File: config.mk
export PLATFORM = sky130hd
export DESIGN_NAME = indexed_deque_with_listing_unit
export DESIGN_NICKNAME = d
export VERILOG_FILES = /design/src/hdl/idl_pkg.sv /design/src/hdl/idl_ctrl.sv /design/src/hdl/idl_dp.sv /design/src/hdl/indexed_deque_with_listing_unit.sv
export SDC_FILE = /design/constraint.sdc
export NUM_CORES = 1
export LEC_CHECK = 0
export BUFFER_PORTS_ARGS = -buffer_cell sky130_fd_sc_hd__buf_2
export CAP_MARGIN = 20
export CORE_ASPECT_RATIO = 1.5
export CORE_MARGIN = 8
export CORE_UTILIZATION = 30
export CTS_BUF_LIST = sky130_fd_sc_hd__clkbuf_4 sky130_fd_sc_hd__clkbuf_8 sky130_fd_sc_hd__clkbuf_16
export CTS_CLUSTER_DIAMETER = 100
export DETAILED_ROUTE_END_ITERATION = 16
export PLACE_DENSITY = 0.49
export SLEW_MARGIN = 0
export SYNTH_ARGS = -nofsm -noshare
export SYNTH_HDL_FRONTEND = slang
export SYNTH_SLANG_ARGS = --single-unit
File: constraint.sdc
create_clock -name clk -period 6.3 [get_ports clk]
set_input_delay 1.26 -clock clk [delete_from_list [all_inputs] [get_ports clk]]
set_output_delay 1.26 -clock clk [all_outputs]
set_load 0.005 [all_outputs]
File: src/hdl/idl_pkg.sv
package idl_pkg;

	localparam int WORD_W      = 32;
	localparam int POS_W       = 6;
	localparam int REQ_W       = 2;
	localparam int STATUS_W    = 2;
	localparam int IN_TDATA_W  = 40;
	localparam int OUT_TDATA_W = 40;
	localparam int OUT_TUSER_W = 2;

	localparam logic [REQ_W-1:0] REQ_INS_FRONT = 2'd0;
	localparam logic [REQ_W-1:0] REQ_INS_BACK  = 2'd1;
	localparam logic [REQ_W-1:0] REQ_DELETE    = 2'd2;

	localparam logic [STATUS_W-1:0] ST_DONE  = 2'd0;
	localparam logic [STATUS_W-1:0] ST_RANGE = 2'd1;
	localparam logic [STATUS_W-1:0] ST_FULL  = 2'd2;

	typedef struct packed {
		logic capture;
		logic exec;
		logic shift_rd;
		logic shift_wr;
		logic shift_done;
		logic list_rd;
		logic list_next;
	} idl_cmd_t;

	typedef struct packed {
		logic del_ok;
		logic shift_more;
		logic last;
	} idl_sts_t;

endpackage

File: src/hdl/idl_ctrl.sv
module idl_ctrl (
	input  logic                clk,
	input  logic                arst_n,
	input  logic                in_valid,
	output logic                in_ready,
	output logic                out_valid,
	input  logic                out_ready,
	input  idl_pkg::idl_sts_t   sts,
	output idl_pkg::idl_cmd_t   cmd
);

	typedef enum logic [2:0] {
		IDLE,
		EXEC,
		SHIFT_RD,
		SHIFT_WR,
		LIST_RD,
		LIST_OUT
	} state_t;

	state_t state_q;
	state_t state_nxt;
	logic   in_ready_q;
	logic   out_valid_q;

	always_comb begin
		state_nxt = state_q;
		cmd       = '0;
		case (state_q)
			IDLE: begin
				if (in_valid) begin
					cmd.capture = 1'b1;
					state_nxt   = EXEC;
				end
			end
			EXEC: begin
				cmd.exec  = 1'b1;
				state_nxt = sts.del_ok ? SHIFT_RD : LIST_RD;
			end
			SHIFT_RD: begin
				if (sts.shift_more) begin
					cmd.shift_rd = 1'b1;
					state_nxt    = SHIFT_WR;
				end else begin
					cmd.shift_done = 1'b1;
					state_nxt      = LIST_RD;
				end
			end
			SHIFT_WR: begin
				cmd.shift_wr = 1'b1;
				state_nxt    = SHIFT_RD;
			end
			LIST_RD: begin
				cmd.list_rd = 1'b1;
				state_nxt   = LIST_OUT;
			end
			LIST_OUT: begin
				if (out_ready) begin
					cmd.list_next = 1'b1;
					state_nxt     = sts.last ? IDLE : LIST_RD;
				end
			end
			default: begin
				state_nxt = IDLE;
			end
		endcase
	end

	always_ff @(posedge clk or negedge arst_n) begin
		if (!arst_n) begin
			state_q     <= IDLE;
			in_ready_q  <= 1'b1;
			out_valid_q <= 1'b0;
		end else begin
			state_q     <= state_nxt;
			in_ready_q  <= (state_nxt == IDLE);
			out_valid_q <= (state_nxt == LIST_OUT);
		end
	end

	assign in_ready  = in_ready_q;
	assign out_valid = out_valid_q;

endmodule

File: src/hdl/idl_dp.sv
module idl_dp #(
	parameter int CAPACITY = 32
) (
	input  logic                                clk,
	input  logic                                arst_n,
	input  idl_pkg::idl_cmd_t                   cmd,
	output idl_pkg::idl_sts_t                   sts,
	input  logic [idl_pkg::REQ_W-1:0]           in_type,
	input  logic signed [idl_pkg::WORD_W-1:0]   in_value,
	input  logic [idl_pkg::POS_W-1:0]           in_pos,
	output logic                                out_dir,
	output logic signed [idl_pkg::WORD_W-1:0]   out_element,
	output logic                                out_present,
	output logic [idl_pkg::STATUS_W-1:0]        out_status,
	output logic                                out_last
);

	localparam int AW = (CAPACITY > 1) ? $clog2(CAPACITY) : 1;
	localparam int CW = $clog2(CAPACITY + 1);
	localparam int SW = CW + 1;
	localparam logic [SW-1:0] CAP_S = SW'(CAPACITY);
	localparam logic [CW-1:0] CAP_C = CW'(CAPACITY);
	localparam logic [AW-1:0] TOP_A = AW'(CAPACITY - 1);

	logic [idl_pkg::WORD_W-1:0] mem_q [CAPACITY];

	logic [AW-1:0]                head_q;
	logic [CW-1:0]                count_q;
	logic [CW-1:0]                idx_q;
	logic                         dir_q;
	logic [idl_pkg::REQ_W-1:0]    type_q;
	logic [idl_pkg::WORD_W-1:0]   value_q;
	logic [idl_pkg::POS_W-1:0]    pos_q;
	logic [idl_pkg::STATUS_W-1:0] status_q;
	logic [idl_pkg::WORD_W-1:0]   rd_data_q;
	logic                         present_q;
	logic                         last_q;

	logic                         is_push;
	logic                         push_ok;
	logic                         del_ok;
	logic [AW-1:0]                head_dec;
	logic [CW-1:0]                idx_inc;
	logic [CW-1:0]                n_last;
	logic [CW-1:0]                list_idx;
	logic                         wr_en;
	logic [AW-1:0]                wr_addr;
	logic [idl_pkg::WORD_W-1:0]   wr_data;
	logic                         rd_en;
	logic [AW-1:0]                rd_addr;

	// Logical position to physical slot of the circular store.
	function automatic logic [AW-1:0] phys(input logic [AW-1:0] h, input logic [CW-1:0] l);
		logic [SW-1:0] s;
		s = SW'(h) + SW'(l);
		if (s >= CAP_S) begin
			s = s - CAP_S;
		end
		return AW'(s);
	endfunction

	assign is_push  = (type_q == idl_pkg::REQ_INS_FRONT) || (type_q == idl_pkg::REQ_INS_BACK);
	assign push_ok  = is_push && (count_q != CAP_C);
	assign del_ok   = (type_q == idl_pkg::REQ_DELETE) && (pos_q < idl_pkg::POS_W'(count_q));
	assign head_dec = (head_q == '0) ? TOP_A : head_q - 1'b1;
	assign idx_inc  = idx_q + 1'b1;
	assign n_last   = (count_q == '0) ? '0 : count_q - 1'b1;
	assign list_idx = (count_q == '0) ? '0 : (dir_q ? n_last - idx_q : idx_q);

	assign sts.del_ok     = del_ok;
	assign sts.shift_more = (SW'(idx_q) + SW'(1)) < SW'(count_q);
	assign sts.last       = last_q;

	always_comb begin
		wr_en   = 1'b0;
		wr_addr = phys(head_q, idx_q);
		wr_data = rd_data_q;
		if (cmd.exec && push_ok) begin
			wr_en   = 1'b1;
			wr_data = value_q;
			if (type_q == idl_pkg::REQ_INS_FRONT) begin
				wr_addr = head_dec;
			end else begin
				wr_addr = phys(head_q, count_q);
			end
		end else if (cmd.shift_wr) begin
			wr_en = 1'b1;
		end
	end

	assign rd_en   = cmd.shift_rd || cmd.list_rd;
	assign rd_addr = cmd.shift_rd ? phys(head_q, idx_inc) : phys(head_q, list_idx);

	always_ff @(posedge clk) begin
		if (wr_en) begin
			mem_q[wr_addr] <= wr_data;
		end
		if (rd_en) begin
			rd_data_q <= mem_q[rd_addr];
		end
	end

	always_ff @(posedge clk) begin
		if (cmd.capture) begin
			type_q  <= in_type;
			value_q <= in_value;
			pos_q   <= in_pos;
		end
		if (cmd.exec) begin
			if (is_push && !push_ok) begin
				status_q <= idl_pkg::ST_FULL;
			end else if ((type_q == idl_pkg::REQ_DELETE) && !del_ok) begin
				status_q <= idl_pkg::ST_RANGE;
			end else begin
				status_q <= idl_pkg::ST_DONE;
			end
		end
		if (cmd.list_rd) begin
			present_q <= (count_q != '0);
			last_q    <= dir_q && (idx_q == n_last);
		end
	end

	always_ff @(posedge clk or negedge arst_n) begin
		if (!arst_n) begin
			head_q  <= '0;
			count_q <= '0;
			idx_q   <= '0;
			dir_q   <= 1'b0;
		end else begin
			if (cmd.exec) begin
				dir_q <= 1'b0;
				idx_q <= del_ok ? CW'(pos_q) : '0;
				if (push_ok) begin
					count_q <= count_q + 1'b1;
					if (type_q == idl_pkg::REQ_INS_FRONT) begin
						head_q <= head_dec;
					end
				end
			end
			if (cmd.shift_wr) begin
				idx_q <= idx_inc;
			end
			if (cmd.shift_done) begin
				count_q <= count_q - 1'b1;
				idx_q   <= '0;
				dir_q   <= 1'b0;
			end
			if (cmd.list_next) begin
				if (idx_q == n_last) begin
					idx_q <= '0;
					dir_q <= 1'b1;
				end else begin
					idx_q <= idx_inc;
				end
			end
		end
	end

	assign out_dir     = dir_q;
	assign out_element = present_q ? rd_data_q : '0;
	assign out_present = present_q;
	assign out_status  = status_q;
	assign out_last    = last_q;

endmodule

File: src/hdl/indexed_deque_with_listing_unit.sv
// Channel  Dir  Handshake           Payload
// s        in   s_tvalid/s_tready   tuser: req_type; tdata: value, position
// m        out  m_tvalid/m_tready   tuser: direction, present; tdata: element, status; tlast
//
// A request is taken only when the unit is idle; it is captured, then applied in EXEC.
// A delete then moves each later entry down one place, reading it in SHIFT_RD and
// writing it in SHIFT_WR, and lowers the count in a last SHIFT_RD to finish.
// Every listed result is read through the single read port of the store in LIST_RD
// and offered in LIST_OUT; each entry is listed forward, then in reverse order.
// Reset clears the count and the front pointer; the store itself is not cleared.
// A stalled result holds on m until taken, and no new request is taken meanwhile.
module indexed_deque_with_listing_unit #(
	parameter int CAPACITY = 32
) (
	input  logic                                 clk,
	input  logic                                 arst_n,
	input  logic                                 s_tvalid,
	output logic                                 s_tready,
	input  logic [idl_pkg::IN_TDATA_W-1:0]       s_tdata,   // value, position
	input  logic [idl_pkg::REQ_W-1:0]            s_tuser,   // req_type
	output logic                                 m_tvalid,
	input  logic                                 m_tready,
	output logic [idl_pkg::OUT_TDATA_W-1:0]      m_tdata,   // element, status
	output logic [idl_pkg::OUT_TUSER_W-1:0]      m_tuser,   // direction, present
	output logic                                 m_tlast
);

	idl_pkg::idl_cmd_t                 cmd;
	idl_pkg::idl_sts_t                 sts;
	logic                              out_dir;
	logic signed [idl_pkg::WORD_W-1:0] out_element;
	logic                              out_present;
	logic [idl_pkg::STATUS_W-1:0]      out_status;

	idl_ctrl u_ctrl (
		.clk       (clk),
		.arst_n    (arst_n),
		.in_valid  (s_tvalid),
		.in_ready  (s_tready),
		.out_valid (m_tvalid),
		.out_ready (m_tready),
		.sts       (sts),
		.cmd       (cmd)
	);

	idl_dp #(
		.CAPACITY (CAPACITY)
	) u_dp (
		.clk         (clk),
		.arst_n      (arst_n),
		.cmd         (cmd),
		.sts         (sts),
		.in_type     (s_tuser),
		.in_value    (s_tdata[idl_pkg::WORD_W-1:0]),
		.in_pos      (s_tdata[idl_pkg::WORD_W +: idl_pkg::POS_W]),
		.out_dir     (out_dir),
		.out_element (out_element),
		.out_present (out_present),
		.out_status  (out_status),
		.out_last    (m_tlast)
	);

	assign m_tdata = idl_pkg::OUT_TDATA_W'({out_status, out_element});
	assign m_tuser = {out_present, out_dir};

endmodule

==> impl_results.md, run 1 <==
- Fmax: 0.178 GHz
- CP peak stage delay: 660 ps
- Clk root buf: clkbuf_16
- Adder-Cell Fraction of Synth Area: 1.03%
- MaxCap Viol Count: 0
- CTS max path bufs: 3
- Floorplan row count: 172
- Starting Density: 30.2%
- Tightest Pin Transition: 1120 ps
- Element type at the critical path start: flop
- Setup Skew: 39.0 ps
- Final ANT Viol Nets: 0
- Skew-Pair Late Insertion Delay: 720 ps
- Synth unique cells: 57
- Util after Layout: 35.5%
- I/O pin count: 91
- Ys async rst share: 2.05%
- Synth warn: 0
- Reg clk slew, reported paths: 70 ps
- Global router's overall resource usage: 14.7%
- Most numerous cell in the Yosys netlist: edfxtp_1
- Area delta synth->final: 17.3%
- Clock sink count: 1123
- Seq/Total Area, Yosys: 75.9%
- RSZ-0062 raised after global routing: no
- Post-route setup TNS: 0 ps
- Worst hold path class: input pin to async pin
- Area contributors post-synth: edfxtp_1, mux4_2, dfrtp_1
- CP Buf/Inv Count: 4
- Worst EP required: 6750 ps
- Worst path slowest cell: fa_4
- # DRC: 0
- Average wire per standard cell: 28.2 um
- Cts hold-fix bufs: 0
- Compound-cell area share of the yosys netlist: 1.32%
- Largest net degree at the start of global routing: 55
- H-Tree Depth: 3
- Slew Limit Fails: 0
- Post-CTS Setup Repair Bufs: 0
- Initial antenna violation count: 3
- XOR/XNOR share of the synthesized area: 0.607%
- Crit. End Element: flop
- First-pass GRT wire length: 168000 um
- Crit path time final: 5620 ps
- Largest area contributor in the netlist: edfxtp_1
- CP Max Fanout: 37
- Die width: 330 um
- Port Buf Inserts: 82
- Core Region: 147000 um2
- Count of state elements after synthesis: 1123
- Iter 0 DRT Violations: 1909
- Number of synthesized flops with an enable pin: 1100
- Most used DFF post-synth: edfxtp_1
- Main combinational cell family by area after synthesis: multiplexers
- Post-Syn Area per Cell: 21.8 um2
- Final Hold Fails: 0
- Vias: 21185
- Drt via density: 5.00
- Layout cells sized above 1: 31.9%
- Post-Synth Simple-Gate Area: 2.79%
- Yosys top cell area share: 74.6%
- CP Class: flop to flop
- Run status: completed
- Vias in the first global route: 22665
- Placer Congestion: 0.802
- Post-synth top cells: edfxtp_1, mux4_2, nand2_1
- Die area: 160000 um2
- Mapped Cells: 2030
- Final period util: 89.2%
- Crit path cell chain: ha_1, nand3_1, xor2_1, inv_1, ha_1, a21o_1, a21oi_1, o21ai_0, buf_4, or3_1, o22ai_1, ha_4, fa_4, buf_12, buf_4, mux4_2, mux4_2, mux2_1
- DP Wirelength: 70700 um
- Rel. slew slack: 25.0%
- Total gr overflow: 0
- Mux contribution to synthesized area: 17.2%
- Setup violators final: 0
- Drt pass-1 iters: 8
- TritonCTS clock tree: yes
- CP top delay family: adder cells
- Die H: 487 um
- Resized cells post-CTS: 0
- Arr. time, crit path: 6080 ps
- CTS Buf Count: 108
- Syn Std Cell Area: 44300 um2
- FILL cells: 13416
- Drt total wl: 120000 um
- Layout Nets: 2314
## final timing paths
check,slack [ps],from,cells past startpoint,to
worst min-delay path,560,arst_n,1,u_ctrl.out_valid$_DFF_PN0_
worst max register to register,680,u_dp.idx_q[0]$_DFFE_PN0P_,18,u_dp.rd_data_q[6]$_DFFE_PP_
worst min register to register,560,u_dp.count_q[5]$_DFFE_PN0P_,1,u_dp.count_q[5]$_DFFE_PN0P_
min in group clk,560,u_dp.count_q[5]$_DFFE_PN0P_,1,u_dp.count_q[5]$_DFFE_PN0P_
worst max-delay path,680,u_dp.idx_q[0]$_DFFE_PN0P_,18,u_dp.rd_data_q[6]$_DFFE_PP_
max in group asynchronous,5350,arst_n,1,u_dp.head_q[3]$_DFFE_PN0P_
## registers in the layout, indices dropped and copies added, names as in the netlist
register and cells:
u_dp.idx_q 6, u_dp.value_q 32, u_dp.pos_q 6, u_dp.out_present 1
u_dp.mem_q 1024, u_dp.rd_data_q 32, u_dp.count_q 6, u_dp.out_status 2
u_ctrl.out_valid 1, u_ctrl.in_ready 1, u_dp.type_q 2, u_ctrl.state_q 3
u_dp.out_dir 1, u_dp.out_last 1, u_dp.head_q 5
## layout by cell type (no fill, tap or decap), types with 27 or more instances in the layout
| master | count |
|---|---|
| buf_2 | 82 |
| mux4_2 | 320 |
| ha_1 | 29 |
| mux2_1 | 30 |
| nor2_4 | 32 |
| nand2_1 | 135 |
| nor2_1 | 29 |
| edfxtp_1 | 1100 |
| buf_12 | 27 |
| buf_4 | 73 |
| clkbuf_16 | 109 |
| and2_1 | 32 |
## per-layer routing
| metal | vias up | global-route usage [%] | part of all wire, % |
|---|---|---|---|
| met5 | - | 0 | 0.010 |
| met4 | 2 | 4.59 | 2.6 |
| met3 | 171 | 2.16 | 4.4 |
| met2 | 583 | 26.1 | 52 |
| met1 | 11578 | 18.5 | 41 |
| li1 | 8851 | - | - |
## logic make-up after synthesis
family	after synthesis
flops	1123
xor+xnor	29
compound gates	88
other cells	1
buf+inv	121
fa+ha+maj	34
simple gates	276
mux	358
## per-stage QoR
step | setup slack [ps] | cell area (um2) | hold slack (ps) | instances
final | 677 | 52000 | 558 | 4241
after global routing | 484 | 52000 | 584 | 4241
after CTS | 662 | 51900 | 531 | 4238
after detailed placement | 647 | 48200 | 550 | 4036
after global placement | 484 | 48000 | 551 | 4026
after floorplan | 662 | 44300 | 506 | 2035
## final cells by class
type / count / area [um2] / area share (%)
Clock buffer: 127 / 2860 / 5.51
Multi-Input combinational cell: 791 / 10500 / 20.2
Sequential cell: 1123 / 33600 / 64.6
Timing Repair Buffer: 188 / 1650 / 3.18
Clock inverter: 75 / 872 / 1.68
Antenna cell: 1 / 2.50 / 0.00481
Tap cell: 1914 / 2390 / 4.61
Inverter: 22 / 82.6 / 0.159
## worst reg2reg max path, cell delays in order (launching register included)
cell and delay [ps]:
dfrtp_1 400, ha_1 280, nand3_1 120, xor2_1 200, inv_1 130, ha_1 310
a21o_1 190, a21oi_1 160, o21ai_0 160, buf_4 170, or3_1 430, o22ai_1 330
ha_4 200, fa_4 670, buf_12 240, buf_4 270, mux4_2 290, mux4_2 520
mux2_1 330
Power of run 1 is left out: the tool's default activity adds up to more than one toggle a clock period on the data nets, which glitch-free logic cannot reach.
==> inputs of run 2 (changes only) <==
==> constraint.sdc (replaced) <==
create_clock -name clk -period 6.3 [get_ports clk]
set_input_delay 0.63 -clock clk [delete_from_list [all_inputs] [get_ports clk]]
set_output_delay 0.63 -clock clk [all_outputs]
set_load 0.005 [all_outputs]
==> impl_results.md, run 2 (synthesized netlist as in run 1, its figures left out) <==
- Run status: completed
- Drt total wl: 119000 um
- CP Class: flop to flop
- Clock sink count: 1123
- MaxCap Viol Count: 0
- FILL cells: 13460
- Crit. End Element: flop
- # DRC: 0
- Biggest register: u_dp.mem_q
- Global router's overall resource usage: 14.6%
- Post-route setup TNS: 0 ps
- First-pass GRT wire length: 167000 um
- Commonest non-fill, non-tap cells in the layout: edfxtp_1, mux4_2, nand2_1
- CP peak stage delay: 850 ps
- Crit path cell chain: ha_1, nand3_1, xor2_1, inv_1, ha_1, a21o_1, a21oi_1, o21ai_0, nor3_1, nand2_1, o211ai_1, o22ai_1, ha_4, fa_4, buf_12, buf_12, mux4_2, mux4_2, mux2_1
- Slew Limit Fails: 0
- H-Tree Depth: 3
- CP top delay family: adder cells
- Commonest non-fill, non-tap cell in the layout: edfxtp_1
- Fmax: 0.174 GHz
- Floorplan row count: 172
- Vias in the first global route: 22530
- CP Buf/Inv Count: 3
- Element type at the critical path start: flop
- Starting Density: 30.2%
- Hold path start: s_tdata[3]
- TritonCTS clock tree: yes
- DP Wirelength: 70700 um
- Die width: 330 um
- CTS max path bufs: 3
- Layout Nets: 2315
- Crit path depth: 19
- Final period util: 91.4%
- I/O pin count: 91
- Reg2reg setup slack: 540 ps
- Drt via density: 4.97
- CP Launch Point: u_dp.idx_q[0]$_DFFE_PN0P_
- FF-to-FF End: u_dp.rd_data_q[25]$_DFFE_PP_
- Core Region: 147000 um2
- Clk root buf: clkbuf_16
- Worst EP required: 6740 ps
- Arr. time, crit path: 6200 ps
- Die H: 487 um
- Reg clk slew, reported paths: 60 ps
- Hold Crit Depth: 1
- Rel. slew slack: 25.7%
- WHS Endpoint: u_dp.value_q[3]$_DFFE_PP_
- Post-CTS Setup Repair Bufs: 0
- Skew-Pair Late Insertion Delay: 700 ps
- Worst r2r src: u_dp.idx_q[0]$_DFFE_PN0P_
- Setup Skew: 40.7 ps
- Largest net degree at the start of global routing: 65
- Layout cells sized above 1: 31.7%
- Drt pass-1 iters: 7
- Reg2reg path depth: 19
- Port Buf Inserts: 82
- Final Hold Fails: 0
- Die area: 160000 um2
- CTS Buf Count: 105
- Total gr overflow: 0
- Worst path slowest cell: fa_4
- Placer Congestion: 0.810
- Iter 0 DRT Violations: 1882
- CP Max Fanout: 39
- Worst hold path class: input pin to flop
- Tightest Pin Transition: 1110 ps
- Crit path time final: 5760 ps
- Max reg flops: 1024
- Top flop regs: u_dp.mem_q (1024), u_dp.rd_data_q (32), u_dp.value_q (32)
- Vias: 21068
- RSZ-0062 raised after global routing: no
- Initial antenna violation count: 4
- Setup violators final: 0
- Area delta synth->final: 16.7%
- Average wire per standard cell: 28.0 um
- Final ANT Viol Nets: 0
[run 2: changes by cell type in the layout (fill, tap and decap cells not counted), sizes merged]
| cell | before | now |
|---|---|---|
| clkinv | 44 | 50 |
| dlygate4sd3 | 0 | 1 |
| clkinvlp | 8 | 6 |
| buf | 188 | 191 |
| bufinv | 16 | 14 |
| clkbuf | 127 | 122 |
| inv | 29 | 25 |
[run 2: how the worst max path moves through the flow]
stage / slack, ps / endpoint
after floorplan: 660 / u_dp.rd_data_q[10]$_DFFE_PP_
after global placement: 440 / u_dp.rd_data_q[9]$_DFFE_PP_
after detailed placement: 550 / u_dp.rd_data_q[25]$_DFFE_PP_
after CTS: 520 / u_dp.rd_data_q[25]$_DFFE_PP_
after global routing: 190 / u_dp.rd_data_q[9]$_DFFE_PP_
final: 540 / u_dp.rd_data_q[25]$_DFFE_PP_
[run 2: per-layer routing]
metal / wire length, um / up-vias / GRT usage (%) / share of wire, %
met5: 12 / - / 0 / 0.010
met4: 3190 / 2 / 4.75 / 2.7
met3: 5880 / 149 / 2.25 / 5.0
met2: 61200 / 594 / 25.6 / 52
met1: 48300 / 11491 / 18.5 / 41
li1: - / 8832 / - / -
[run 2: worst reg2reg max path: stages (launching register included)]
cell and delay [ps]:
dfrtp_1 380, ha_1 260, nand3_1 120, xor2_1 200, inv_1 130, ha_1 320
a21o_1 180, a21oi_1 170, o21ai_0 230, nor3_1 290, nand2_1 90, o211ai_1 90
o22ai_1 160, ha_4 200, fa_4 850, buf_12 290, buf_12 320, mux4_2 380
mux4_2 510, mux2_1 320
[run 2: layout make-up]
type	count	area, um2	area share [%]
Timing Repair Buffer	192	1580	3.06
Clock inverter	73	762	1.47
Clock buffer	122	2770	5.36
Inverter	22	82.6	0.160
Multi-Input combinational cell	791	10500	20.3
Antenna cell	1	2.50	0.00484
Sequential cell	1123	33600	65.0
Tap cell	1914	2390	4.63
[run 2: timing repair]
item	4_1_cts	5_1_grt
gates resized for setup	0	0
endpoints found under the hold margin	22	0
hold buffers	1	0
[run 2: per-stage QoR]
| step | setup slack [ps] | area, um2 | hold WS (ps) | std cells | util [%] |
|---|---|---|---|---|---|
| floorplan | 662 | 44300 | 334 | 2035 | - |
| global placement | 436 | 48000 | 550 | 4032 | 32.7 |
| detailed placement | 551 | 48100 | 541 | 4039 | 32.8 |
| CTS | 520 | 51700 | 24.1 | 4235 | 35.3 |
| global route | 193 | 51700 | 58.7 | 4238 | 35.3 |
| finish | 542 | 51700 | 99.2 | 4238 | 35.3 |
Power of run 2 is left out for the same reason.
